## src/lss_pkg.sv

```systemverilog
`timescale 1ns / 1ps
`default_nettype none
// ----------------------------------------------------------------------------
// lss_pkg
// Shared types and field widths for the byte-wide stack with search.
// ----------------------------------------------------------------------------
package lss_pkg;

    localparam int VALUE_W   = 8;
    localparam int ACTION_W  = 2;
    localparam int FIELD_W   = 7;   // position and fill fields
    localparam int STATUS_W  = 3;
    localparam int S_TDATA_W = 8;
    localparam int S_TUSER_W = 8;
    localparam int M_TDATA_W = 24;  // data, position, fill, padded to bytes
    localparam int M_TUSER_W = 8;
    localparam int M_PAD_W   = M_TDATA_W - VALUE_W - 2 * FIELD_W;

    typedef enum logic [ACTION_W-1:0] {
        ACT_PUSH   = 2'd0,
        ACT_POP    = 2'd1,
        ACT_CLEAR  = 2'd2,
        ACT_SEARCH = 2'd3
    } action_t;

    typedef enum logic [STATUS_W-1:0] {
        ST_OK        = 3'd0,
        ST_OVERFLOW  = 3'd1,
        ST_UNDERFLOW = 3'd2,
        ST_EMPTY     = 3'd3,
        ST_NOTFOUND  = 3'd4
    } status_t;

    typedef enum logic [3:0] {
        FSM_IDLE = 4'b0001,
        FSM_POP  = 4'b0010,
        FSM_SCAN = 4'b0100,
        FSM_DONE = 4'b1000
    } fsm_t;

endpackage
`default_nettype wire

```

## src/lss_ram.sv

```systemverilog
`timescale 1ns / 1ps
`default_nettype none
// ----------------------------------------------------------------------------
// lss_ram
// Simple dual-port entry store: one write port, one read port with
// registered read data. No reset on the contents.
// ----------------------------------------------------------------------------
module lss_ram #(
    parameter int DEPTH = 64,
    parameter int AW    = 6
) (
    input  wire                        aclk,
    input  wire                        wr_en,
    input  wire  [AW-1:0]              wr_addr,
    input  wire  [lss_pkg::VALUE_W-1:0] wr_data,
    input  wire                        rd_en,
    input  wire  [AW-1:0]              rd_addr,
    output logic [lss_pkg::VALUE_W-1:0] rd_data
);
    import lss_pkg::*;

    logic [VALUE_W-1:0] mem [0:DEPTH-1];

    always_ff @(posedge aclk) begin
        if (wr_en) begin
            mem[wr_addr] <= wr_data;
        end
    end

    always_ff @(posedge aclk) begin
        if (rd_en) begin
            rd_data <= mem[rd_addr];
        end
    end

endmodule
`default_nettype wire

```

## src/lifo_stack_with_search.sv

```systemverilog
`timescale 1ns / 1ps
`default_nettype none
// ----------------------------------------------------------------------------
// lifo_stack_with_search
// Byte-wide LIFO stack with push, pop, clear and a linear search from the
// bottom. One result beat per request beat.
//
//  channel | dir | tdata (low bit up)              | tuser
//  --------+-----+---------------------------------+------------------
//  s_      | in  | value[7:0]                      | action[1:0]
//  m_      | out | data[7:0] position[14:8]        | status[2:0]
//          |     | fill[21:15] zero[23:22]         |
//
// Push and clear go straight to the result register; pop first reads one
// entry from the entry store; search reads and compares one stored entry
// per cycle through the single read port.
// Reset clears the fill count and the control; entry contents are kept.
// A new request beat is taken while a result beat still waits on m_tready;
// its result is held until the output register frees.
// ----------------------------------------------------------------------------
module lifo_stack_with_search #(
    parameter int DEPTH = 64
) (
    input  wire                          aclk,
    input  wire                          aresetn,
    input  wire                          s_tvalid,
    output logic                         s_tready,
    input  wire  [lss_pkg::S_TDATA_W-1:0] s_tdata,  // value[7:0]
    input  wire  [lss_pkg::S_TUSER_W-1:0] s_tuser,  // action[1:0]
    output logic                         m_tvalid,
    input  wire                          m_tready,
    output logic [lss_pkg::M_TDATA_W-1:0] m_tdata,  // data, position, fill
    output logic [lss_pkg::M_TUSER_W-1:0] m_tuser   // status[2:0]
);
    import lss_pkg::*;

    localparam int CW = $clog2(DEPTH + 1);
    localparam int AW = (DEPTH > 1) ? $clog2(DEPTH) : 1;

    fsm_t                state_reg, state_next;
    logic [CW-1:0]       count_reg, count_next;
    logic [VALUE_W-1:0]  value_reg, value_next;
    logic [CW-1:0]       scan_cnt_reg, scan_cnt_next;
    logic [CW-1:0]       cmp_idx_reg, cmp_idx_next;
    logic                cmp_vld_reg, cmp_vld_next;
    logic [VALUE_W-1:0]  res_data_reg, res_data_next;
    logic [FIELD_W-1:0]  res_pos_reg, res_pos_next;
    status_t             res_status_reg, res_status_next;
    logic                m_tvalid_reg, m_tvalid_next;
    logic [M_TDATA_W-1:0] m_tdata_reg, m_tdata_next;
    logic [M_TUSER_W-1:0] m_tuser_reg, m_tuser_next;

    logic               s_fire;
    action_t            s_action;
    logic               full;
    logic               empty;
    logic [CW-1:0]      cnt_dec;
    logic [CW-1:0]      cmp_idx_inc;
    logic               wr_en;
    logic [AW-1:0]      wr_addr;
    logic               rd_en;
    logic [AW-1:0]      rd_addr;
    logic [VALUE_W-1:0] rd_data;

    assign s_tready    = (state_reg == FSM_IDLE);
    assign s_fire      = s_tvalid && s_tready;
    assign s_action    = action_t'(s_tuser[ACTION_W-1:0]);
    assign full        = (count_reg == CW'(DEPTH));
    assign empty       = (count_reg == '0);
    assign cnt_dec     = count_reg - CW'(1);
    assign cmp_idx_inc = cmp_idx_reg + CW'(1);
    assign wr_addr     = count_reg[AW-1:0];

    assign m_tvalid = m_tvalid_reg;
    assign m_tdata  = m_tdata_reg;
    assign m_tuser  = m_tuser_reg;

    lss_ram #(
        .DEPTH (DEPTH),
        .AW    (AW)
    ) u_ram (
        .aclk    (aclk),
        .wr_en   (wr_en),
        .wr_addr (wr_addr),
        .wr_data (s_tdata[VALUE_W-1:0]),
        .rd_en   (rd_en),
        .rd_addr (rd_addr),
        .rd_data (rd_data)
    );

    always_comb begin
        state_next      = state_reg;
        count_next      = count_reg;
        value_next      = value_reg;
        scan_cnt_next   = scan_cnt_reg;
        cmp_idx_next    = cmp_idx_reg;
        cmp_vld_next    = cmp_vld_reg;
        res_data_next   = res_data_reg;
        res_pos_next    = res_pos_reg;
        res_status_next = res_status_reg;
        m_tvalid_next   = m_tvalid_reg;
        m_tdata_next    = m_tdata_reg;
        m_tuser_next    = m_tuser_reg;
        wr_en           = 1'b0;
        rd_en           = 1'b0;
        rd_addr         = cnt_dec[AW-1:0];

        // drop the beat once taken
        if (m_tvalid_reg && m_tready) begin
            m_tvalid_next = 1'b0;
        end

        unique case (state_reg)
            FSM_IDLE: begin
                if (s_fire) begin
                    value_next      = s_tdata[VALUE_W-1:0];
                    res_data_next   = '0;
                    res_pos_next    = '0;
                    res_status_next = ST_OK;
                    state_next      = FSM_DONE;
                    unique case (s_action)
                        ACT_PUSH: begin
                            if (full) begin
                                res_status_next = ST_OVERFLOW;
                            end else begin
                                wr_en      = 1'b1;
                                count_next = count_reg + CW'(1);
                            end
                        end
                        ACT_POP: begin
                            if (empty) begin
                                res_status_next = ST_UNDERFLOW;
                            end else begin
                                rd_en      = 1'b1;
                                count_next = cnt_dec;
                                state_next = FSM_POP;
                            end
                        end
                        ACT_CLEAR: begin
                            count_next = '0;
                        end
                        ACT_SEARCH: begin
                            if (empty) begin
                                res_status_next = ST_EMPTY;
                            end else begin
                                scan_cnt_next = '0;
                                cmp_vld_next  = 1'b0;
                                state_next    = FSM_SCAN;
                            end
                        end
                        default: ;
                    endcase
                end
            end
            FSM_POP: begin
                res_data_next = rd_data;
                state_next    = FSM_DONE;
            end
            FSM_SCAN: begin
                // issue the next read while comparing the previous one
                rd_addr       = scan_cnt_reg[AW-1:0];
                rd_en         = (scan_cnt_reg < count_reg);
                cmp_vld_next  = rd_en;
                cmp_idx_next  = scan_cnt_reg;
                if (rd_en) begin
                    scan_cnt_next = scan_cnt_reg + CW'(1);
                end
                if (cmp_vld_reg) begin
                    if (rd_data == value_reg) begin
                        res_pos_next    = FIELD_W'(cmp_idx_inc);
                        res_status_next = ST_OK;
                        cmp_vld_next    = 1'b0;
                        state_next      = FSM_DONE;
                    end else if (cmp_idx_inc == count_reg) begin
                        res_status_next = ST_NOTFOUND;
                        cmp_vld_next    = 1'b0;
                        state_next      = FSM_DONE;
                    end
                end
            end
            FSM_DONE: begin
                if (!m_tvalid_reg || m_tready) begin
                    m_tvalid_next = 1'b1;
                    m_tdata_next  = {{M_PAD_W{1'b0}}, FIELD_W'(count_reg),
                                     res_pos_reg, res_data_reg};
                    m_tuser_next  = {{(M_TUSER_W - STATUS_W){1'b0}}, res_status_reg};
                    state_next    = FSM_IDLE;
                end
            end
            default: begin
                state_next = FSM_IDLE;
            end
        endcase
    end

    always_ff @(posedge aclk) begin
        if (!aresetn) begin
            state_reg    <= FSM_IDLE;
            count_reg    <= '0;
            cmp_vld_reg  <= 1'b0;
            m_tvalid_reg <= 1'b0;
        end else begin
            state_reg    <= state_next;
            count_reg    <= count_next;
            cmp_vld_reg  <= cmp_vld_next;
            m_tvalid_reg <= m_tvalid_next;
        end
    end

    always_ff @(posedge aclk) begin
        value_reg      <= value_next;
        scan_cnt_reg   <= scan_cnt_next;
        cmp_idx_reg    <= cmp_idx_next;
        res_data_reg   <= res_data_next;
        res_pos_reg    <= res_pos_next;
        res_status_reg <= res_status_next;
        m_tdata_reg    <= m_tdata_next;
        m_tuser_reg    <= m_tuser_next;
    end

`ifndef SYNTHESIS
    a_count_bound: assert property (@(posedge aclk) disable iff (!aresetn)
        count_reg <= CW'(DEPTH))
        else $error("fill count above depth");

    a_push_grows: assert property (@(posedge aclk) disable iff (!aresetn)
        (s_fire && s_action == ACT_PUSH && !full) |=> count_reg == $past(count_reg) + CW'(1))
        else $error("push did not grow the stack");

    a_no_rw_clash: assert property (@(posedge aclk) disable iff (!aresetn)
        !(wr_en && rd_en))
        else $error("entry store written and read in one cycle");

    a_cmp_in_scan: assert property (@(posedge aclk) disable iff (!aresetn)
        cmp_vld_reg |-> state_reg == FSM_SCAN)
        else $error("compare pending outside scan");

    a_underflow_empty: assert property (@(posedge aclk) disable iff (!aresetn)
        (m_tvalid_reg && m_tuser_reg[STATUS_W-1:0] == ST_UNDERFLOW)
            |-> m_tdata_reg[VALUE_W + 2 * FIELD_W - 1:VALUE_W + FIELD_W] == '0)
        else $error("underflow reported with nonzero fill");
`endif

endmodule
`default_nettype wire
```

## config.mk

```make
export PLATFORM = sky130hd
export DESIGN_NAME = lifo_stack_with_search
export DESIGN_NICKNAME = d
export VERILOG_FILES = /design/src/lss_pkg.sv /design/src/lss_ram.sv /design/src/lifo_stack_with_search.sv
export SDC_FILE = /design/constraint.sdc
export NUM_CORES = 1
export LEC_CHECK = 0
export ABC_AREA = 1
export BUFFER_PORTS_ARGS = -buffer_cell sky130_fd_sc_hd__buf_4
export CORE_AREA = 2 2 235 237
export DETAILED_ROUTE_END_ITERATION = 8
export DIE_AREA = 0 0 237 239
export PLACE_DENSITY = 0.69
export SLEW_MARGIN = 20
export SYNTH_ARGS = -nofsm -noshare
export SYNTH_HDL_FRONTEND = slang
export SYNTH_SLANG_ARGS = --single-unit
```

## constraint.sdc

```tcl
create_clock -name aclk -period 3 [get_ports aclk]
set_input_delay 0.45 -clock aclk [delete_from_list [all_inputs] [get_ports aclk]]
set_output_delay 0.45 -clock aclk [all_outputs]
set_load 0.03 [all_outputs]
```

==> results of run 1 <==
## cells in the final DEF, fill, tap and decap left out, drive strengths merged, types with 4 or more instances in the layout
| cell | n |
|---|---|
| o21ai | 22 |
| dfxtp | 13 |
| conb | 7 |
| clkbuf | 66 |
| ha | 14 |
| edfxtp | 585 |
| nand4 | 5 |
| xnor2 | 10 |
| nor3 | 13 |
| buf | 146 |
| nand3 | 568 |
| clkinv | 37 |
| nor2 | 119 |
| clkinvlp | 4 |
| inv | 353 |
| nand3b | 184 |
| nand2 | 387 |
| xor2 | 10 |
| a21oi | 17 |
## worst paths after layout
kind | slack (ns) | to | start
max | 0.18 | u_ram.mem[9][7]$_DFFE_PP_ | count_reg[2]$_SDFFE_PN0P_
min | 0.11 | state_reg[0]$_SDFFE_PN1P_ | aresetn
max reg2reg | 0.18 | u_ram.mem[9][7]$_DFFE_PP_ | count_reg[2]$_SDFFE_PN0P_
min reg2reg | 0.42 | m_tdata[13]$_DFFE_PP_ | res_pos_reg[5]$_SDFFCE_PN0P_
## per-layer routing
metal  track usage (%)  wire length (um)  up-vias
met5                 0                 0        -
met4              7.61              1790        0
met3              3.28              4960      110
met2              37.8             30700      775
met1              30.8             26800     8810
li1                  -                 -     8534
## stage by stage
| step | utilization, % | area (um^2) | power [mW] | hold WS (ns) | instances |
|---|---|---|---|---|---|
| after floorplan | - | 26900 | 15.8 | 0.400 | 2471 |
| after global placement | 52.2 | 28400 | 18.6 | 0.401 | 3171 |
| after detailed placement | 52.2 | 28400 | 18.7 | 0.405 | 3171 |
| after CTS | 55.5 | 30100 | 25.6 | 0.0866 | 3280 |
| after global routing | 55.5 | 30100 | 26.8 | 0.109 | 3280 |
| final | 55.5 | 30100 | 25.6 | 0.112 | 3280 |
## critical path: cells and delay by family, from the launching register on
family	cells	cell delay (ns)
buf+inv	3	0.65
flops	1	0.68
simple gates	7	1.18
## power groups by stage
stage	logic (mW)	clock network [mW]	registers, mW
6_report	8.90	6.82	9.84
5_1_grt	9.65	7.27	9.87
4_1_cts	8.76	6.94	9.85
3_5_place_dp	8.71	0	10.0
3_3_place_gp	8.58	0	10.0
2_1_floorplan	5.78	0	10.0
## cells by family (layout without fill, tap and decap cells)
group | count (synthesis) | count (layout)
other | 1 | 7
AO/OA/AOI/OAI | 49 | 49
adder cells (fa/ha/maj) | 14 | 14
flip-flops | 598 | 598
XOR/XNOR | 20 | 20
AND/OR/NAND/NOR | 1280 | 1280
buffers and inverters | 503 | 608
## area by class of cell
type	count	area (um^2)	share of cell area, %
multi-input cells	1370	7040	23.3
clock buffers	66	1500	4.98
clock inverters	43	267	0.884
well taps	704	881	2.92
repair buffers	146	1310	4.34
flip-flops and latches	598	17800	59.1
inverters	353	1330	4.40
==> impl_metrics.toml, run 1 <==
[outcome]
status = "complete, no violations"

[clock_tree]
cts_tree = "yes"
clk_pin_slew_worst_paths_ns = 0.06
clock_latency_ns = 0.62
cts_num_sinks = 598
ctsHoldBuffers = 0
cts_root_buffer = "clkbuf_16"
post_cts_buffers = 0
ctsLongestPathBuffers = 3
cts-buffers-inserted = 59
htreeDepth = 2
cts_resized = 0

[floorplan]
io_pins = 54
die_w_um = 237
dieHeight_um = 239
design.core.area_um2 = 54300
die-area_um2 = 56600
rows = 86
initial_utilization_pct = 49.5

[sta]
fin_setup_tns_ns = 0
fmax_ghz = 0.355
finalSetupViolations = 0
rsz0062_at_grt = "false"
slew_viol_final = 0
worst_slack_ns = 0.185
maxSlewHeadroom_pct = 42.5
worstMarginPinSlew_ns = 0.863
fin_crit_sh_pct = 93.8
hold_violations = 0
worst_clock_skew_ns = 0.0214
min_period_ns = 2.82

[power]
p_seq_share_pct = 38.5
pwr-share-clk_pct = 26.7
p_comb_share_pct = 34.8
power_switching_mw = 9.46
peakVddDrop_mv = 0.644
swShare_pct = 37.0
p_per_area_nw_per_um2 = 848
intPower_mw = 16.1
leakagePower_nw = 11.7

[setup_path]
crit_path_end_kind = "flip-flop"
cp.required_ns = 3.31
path_cells = "inv_2 > nand2_1 > nor2_2 > nand2_1 > nand2_1 > nor2_1 > buf_4 > nand4_1 > nor2_1 > buf_4"
crit_slowest_cell = "dfxtp_1"
start_kind = "flip-flop"
cp.arrival_ns = 3.13
critPathMaxStageDelay_ns = 0.68
r2r_cells = 10
worst-path-max-fanout = 13
cpMostUsedCell = "nand2_1"
worstSetupPathType = "reg -> reg"

[layout]
nFillCells = 4417
fin_nets = 2562
largest_reg_flops = 512
drive_gt1_share_pct = 10.1
syn2layout_area_growth_pct = 12.1
num_antenna_cells = 0

[place]
io_buffers = 40
pre_cts_ws_ns = 0.334
dpl.hpwl_um = 38300
gp_congestion = 0.952

[synthesis]
synth-compound-area-share_pct = 1.05
synth-adder-area-share_pct = 0.651
ys_seq_area_share_pct = 66.3
ys_types = 41
ys_warn_count = 0
synth.top_cell.area_share_pct = 65.3
yosys.area_share.simple_pct = 23.5
synth.most_common_cell = "edfxtp_1"
async_flop_share_pct = 0
ys_seq_elements = 598
synth_top_family_by_area = "simple AND/OR/NAND/NOR gates"
syn-instance-count = 2465
synth.mux.area_fraction_pct = 0
syn-cell-area_um2 = 26900
synth_area_per_cell_um2 = 10.9
synth_edf_count = 585
synthFlopType = "edfxtp_1"
synth.area.top_cells = "edfxtp_1 (65%), nand3_1 (11%), nand2_1 (5.3%)"
synth_common_cells = "edfxtp_1 (585), nand3_1 (567), nand2_1 (382)"
synth_xor_area_share_pct = 0.651
synth_largest_area_cell = "edfxtp_1"

[hold_path]
hp-class = "in -> reg"
worstHoldPathCells = 2

[global_route]
grt_pass1_wl_um = 99200
grt_pass1_vias = 17359
grt_usage_pct = 22.7
antenna_found_initial = 0
grt_overflow = 0
grt_max_degree = 117

[detailed_routing]
drt_iter0_drc = 2020
antenna_left = 0
drt_first_pass_iters = 5
vias = 18229
drc_errors = 0
wl_um = 64300
viasPerCell = 5.56
routedWlPerCell_um = 19.6

[flow_run]
maxCapViolCount = 0
No activity file was read; power rests on OpenSTA's default activity.
==> run 2, diff against run 1 <==
--- a/config.mk
+++ b/config.mk
@@ -11,6 +11,7 @@
 export DETAILED_ROUTE_END_ITERATION = 8
 export DIE_AREA = 0 0 237 239
 export PLACE_DENSITY = 0.69
+export SKIP_LAST_GASP = 1
 export SLEW_MARGIN = 20
 export SYNTH_ARGS = -nofsm -noshare
 export SYNTH_HDL_FRONTEND = slang
==> constraint.sdc (replaced) <==
create_clock -name aclk -period 3 [get_ports aclk]
set_input_delay 0.15 -clock aclk [delete_from_list [all_inputs] [get_ports aclk]]
set_output_delay 0.15 -clock aclk [all_outputs]
set_load 0.03 [all_outputs]
==> impl_metrics.toml, run 2 (synthesis results as in run 1) <==
[outcome]
status = "complete, no violations"

[place]
placedCellCount = 3175
io_buffers = 40
dpl.hpwl_um = 38200
pre_cts_ws_ns = 0.331
gp_congestion = 0.904

[layout]
layout_commonest_cell = "edfxtp_1"
final_cell_mix = "edfxtp_1 (585), nand3_1 (567), nand2_1 (382), inv_1 (342), nand3b_1 (184)"
drive_gt1_share_pct = 10.1
seqCellArea_um2 = 17800
fin_nets = 2570
multi_input_area_um2 = 7040
syn2layout_area_growth_pct = 12.7
nFillCells = 4438
largest_reg_flops = 512
fin_cells = 3291

[setup_path]
crit_slowest_cell = "buf_12"
start_kind = "flip-flop"
worst-path-max-fanout = 131
crit_path_end_kind = "flip-flop"
critPathMaxStageDelay_ns = 0.41
cp.required_ns = 3.37
cpMostUsedCell = "nand3_1"
worstSetupPathType = "reg -> reg"
cp.arrival_ns = 3.14
path_cells = "inv_2 > nor2_8 > nand2_8 > nand2_8 > buf_12 > nand3b_1 > nand3_1 > nand3_1 > nand3_1 > nand3_1 > nand3_1 > nand2_1"

[global_route]
grt_usage_pct = 22.6
antenna_found_initial = 0
grt_max_degree = 142
grt_pass1_wl_um = 98600
grt_overflow = 0
grt_pass1_vias = 17425

[power]
p_per_area_nw_per_um2 = 857
leakagePower_nw = 11.7
power.total_mw = 26.0
peakVddDrop_mv = 0.659

[clock_tree]
post_cts_buffers = 0
cts_num_sinks = 598
cts-buffers-inserted = 59
cts_root_buffer = "clkbuf_16"
ctsLongestPathBuffers = 3
clock_latency_ns = 0.64
cts_tree = "yes"
clk_pin_slew_worst_paths_ns = 0.06
htreeDepth = 2

[detailed_routing]
drt_first_pass_iters = 6
viasPerCell = 5.54
wl_um = 63700
antenna_left = 0
vias = 18242
drt_iter0_drc = 1991
drc_errors = 0
routedWlPerCell_um = 19.4

[sta]
min_period_ns = 2.77
worst_slack_ns = 0.228
fmax_ghz = 0.361
worstMarginPinSlew_ns = 0.889
fin_setup_tns_ns = 0
rsz0062_at_grt = "false"
worst_clock_skew_ns = 0.0188
hold_slack_ns = 0.100
hold_violations = 0
finalSetupViolations = 0
maxSlewHeadroom_pct = 40.7
fin_crit_sh_pct = 92.4
slew_viol_final = 0

[floorplan]
die_w_um = 237
design.core.area_um2 = 54300
io_pins = 54
rows = 86
die-area_um2 = 56600
dieHeight_um = 239
initial_utilization_pct = 49.5

[flow_run]
maxCapViolCount = 0

[hold_path]
hp-class = "in -> reg"
-- run 2: cell count changes in the layout (fill, tap and decap cells not counted), sizes merged --
cell         before  now
clkbuf           66   69
bufinv            2    5
buf             146  150
clkinv           37   33
clkinvlp          4    5
dlygate4sd3       0    4
diode             0    1
inv             353  352
-- run 2: repair_timing --
item,CTS,global route
gates resized for setup,0,0
endpoints found under the hold margin,13,0
hold buffers,4,0
-- run 2: path summary, 6_finish.rpt --
path,startpoint,endpoint,slack (ns),cells after the start
worst max register to register,state_reg[2]$_SDFFE_PN0P_,u_ram.rd_data[3]$_DFFE_PP_,0.23,12
worst min-delay path,s_tvalid,cmp_vld_reg$_SDFFE_PN0P_,0.10,6
worst max-delay path,state_reg[2]$_SDFFE_PN0P_,u_ram.rd_data[3]$_DFFE_PP_,0.23,12
worst min register to register,res_data_reg[6]$_SDFFCE_PN0P_,m_tdata[6]$_DFFE_PP_,0.42,0
-- run 2: per-layer routing --
layer / up-vias / GRT usage (%) / share of wire, %
met2: 772 / 36.6 / 47
met4: 0 / 10.3 / 3.9
met5: - / 0 / 0
met1: 8788 / 30.2 / 42
li1: 8548 / - / -
met3: 134 / 3.49 / 7.6
-- run 2: cell type report --
cell class,instances,area share [%]
Antenna cell,1,0.00826
Clock buffer,69,5.07
Clock inverter,42,1.15
Inverter,353,4.37
Multi-Input combinational cell,1370,23.2
Sequential cell,598,58.8
Tap cell,704,2.91
Timing Repair Buffer,154,4.43
-- run 2: critical path: cells and delay by family (launching register included) --
family	cells	cell delay [ns]
and+or+nand+nor	10	1.51
DFF	1	0.40
buffers and inverters	2	0.50
-- run 2: power by group --
group	switching, mW	internal, mW
registers	0.179	9.66
logic	6.24	2.70
clock network	3.10	4.08
-- run 2: metrics by stage --
step / util [%] / instance area (um^2)
CTS: 55.8 / 30300
detailed placement: 52.2 / 28400
finish: 55.8 / 30300
global placement: 52.2 / 28400
floorplan: - / 26900
global route: 55.8 / 30300
==> run 3, diff against run 2 <==
--- a/config.mk
+++ b/config.mk
@@ -7,10 +7,11 @@
 export LEC_CHECK = 0
 export ABC_AREA = 1
 export BUFFER_PORTS_ARGS = -buffer_cell sky130_fd_sc_hd__buf_4
-export CORE_AREA = 2 2 235 237
+export CORE_AREA = 2 2 225 227
+export CTS_BUF_LIST = sky130_fd_sc_hd__clkbuf_4 sky130_fd_sc_hd__clkbuf_8
 export DETAILED_ROUTE_END_ITERATION = 8
-export DIE_AREA = 0 0 237 239
-export PLACE_DENSITY = 0.69
+export DIE_AREA = 0 0 227 229
+export PLACE_DENSITY = 0.74
 export SKIP_LAST_GASP = 1
 export SLEW_MARGIN = 20
 export SYNTH_ARGS = -nofsm -noshare
==> impl_metrics.toml, run 3 (synthesis results as in run 1) <==
[outcome]
status = "complete, no violations"

[setup_path]
rrSetupSlack_ns = 0.20
r2r-start = "state_reg[2]$_SDFFE_PN0P_"
cp.required_ns = 3.55
cpMostUsedCell = "nand3_1"
cpLargestDelayFamily = "simple AND/OR/NAND/NOR gates"
crit_path_end_kind = "flip-flop"
cp.arrival_ns = 3.34
r2r_cells = 11
startpoint = "state_reg[2]$_SDFFE_PN0P_"
cp_num_cells = 11
worst-path-max-fanout = 48
path_cells = "inv_2 > nor2_8 > nand2_8 > o21ai_4 > buf_12 > nand3_1 > nand3_1 > nand3_1 > nand3_1 > nand3_1 > nand2_1"
worstSetupPathType = "reg -> reg"
crit_slowest_cell = "o21ai_4"
reg2reg_to = "u_ram.rd_data[4]$_DFFE_PP_"
cp.buffers_inverters = 2
worstSetupEndpoint = "u_ram.rd_data[4]$_DFFE_PP_"
start_kind = "flip-flop"
critPathMaxStageDelay_ns = 0.66

[flow_run]
maxCapViolCount = 0

[place]
gp_congestion = 0.907
pre_cts_ws_ns = 0.321
dpl.hpwl_um = 39600
io_buffers = 40
postPlaceCellArea_um2 = 28300
placedCellCount = 3147

[clock_tree]
cts_num_sinks = 598
cts_resized = 0
ctsHoldBuffers = 5
cts-buffers-inserted = 97
clk_pin_slew_worst_paths_ns = 0.06
cts_root_buffer = "clkbuf_8"
ctsLongestPathBuffers = 3
clock_latency_ns = 0.70
htreeDepth = 3
cts_tree = "yes"
post_cts_buffers = 0

[sta]
slew_viol_final = 0
worst_clock_skew_ns = 0.0347
rsz0062_at_grt = "false"
worstMarginPinSlew_ns = 0.920
hold_violations = 0
finalSetupViolations = 0
maxSlewHeadroom_pct = 38.7
worst_slack_ns = 0.201
fin_crit_sh_pct = 93.3
fin_setup_tns_ns = 0
fmax_ghz = 0.357
min_period_ns = 2.80

[detailed_routing]
antenna_left = 0
vias = 18750
viasPerCell = 5.63
drc_errors = 0
routedWlPerCell_um = 19.7
wl_um = 65500
drt_first_pass_iters = 5
drt_iter0_drc = 2559

[layout]
syn2layout_area_growth_pct = 12.5
multi_input_area_um2 = 7040
final_cell_mix = "edfxtp_1 (585), nand3_1 (567), nand2_1 (382), inv_1 (342), nand3b_1 (184)"
nFillCells = 3876
fin_cells = 3329
seqCellArea_um2 = 17800
layout_commonest_cell = "edfxtp_1"
largest_reg_flops = 512
fin_nets = 2613
drive_gt1_share_pct = 12.4
design_area_um2 = 30300

[power]
power.total_mw = 25.6
leakagePower_nw = 11.8
p_per_area_nw_per_um2 = 845
peakVddDrop_mv = 0.540

[floorplan]
dieHeight_um = 229
rows = 82
design.core.area_um2 = 49700
initial_utilization_pct = 54.2
die-area_um2 = 52000
die_w_um = 227
io_pins = 54

[global_route]
grt_pass1_vias = 17933
grt_max_degree = 100
grt_usage_pct = 25.5
grt_overflow = 0
grt_pass1_wl_um = 101000
antenna_found_initial = 1

[hold_path]
min_from = "s_tuser[0]"
hp-class = "in -> reg"
## run 3: power breakdown
group / internal, mW / switching, mW
sequential: 9.67 / 0.186
combinational: 2.64 / 6.27
clock: 3.65 / 3.14
## run 3: worst reg2reg max path, cell delays in order (launching register included)
cell and delay [ns]:
dfxtp_1 0.40, inv_2 0.09, nor2_8 0.14, nand2_8 0.14
o21ai_4 0.67, buf_12 0.35, nand3_1 0.15, nand3_1 0.13
nand3_1 0.18, nand3_1 0.22, nand3_1 0.09, nand2_1 0.09
## run 3: area by class of cell
cell class / count / share of cell area (%)
repair buffers: 159 / 4.48
flip-flops and latches: 598 / 58.9
clock buffers: 132 / 5.32
well taps: 672 / 2.78
multi-input cells: 1370 / 23.3
inverters: 353 / 4.38
diodes: 2 / 0.0165
clock inverters: 43 / 0.835
## run 3: stage by stage
stage	hold WS [ns]	util (%)
5_1_grt	0.0639	60.9
4_1_cts	0.0122	60.9
3_3_place_gp	0.403	57.1
6_report	0.0558	60.9
2_1_floorplan	0.235	-
3_5_place_dp	0.402	57.1
## run 3: worst min path at each step
stage	slack, ns	cells after the start	end
final	0.06	4	count_reg[2]$_SDFFE_PN0P_
after global routing	0.06	4	count_reg[2]$_SDFFE_PN0P_
after CTS	0.01	4	count_reg[2]$_SDFFE_PN0P_
after detailed placement	0.40	2	state_reg[0]$_SDFFE_PN1P_
after global placement	0.40	0	m_tuser[2]$_DFFE_PP_
after floorplan	0.23	1	state_reg[0]$_SDFFE_PN1P_
## run 3: routing by layer
metal	GRT usage (%)	vias to the layer above	part of all wire [%]
li1	-	8653	-
met1	35.3	8919	40
met2	40.5	1015	47
met3	3.90	163	9.1
met4	10.6	0	3.5
met5	0	-	0
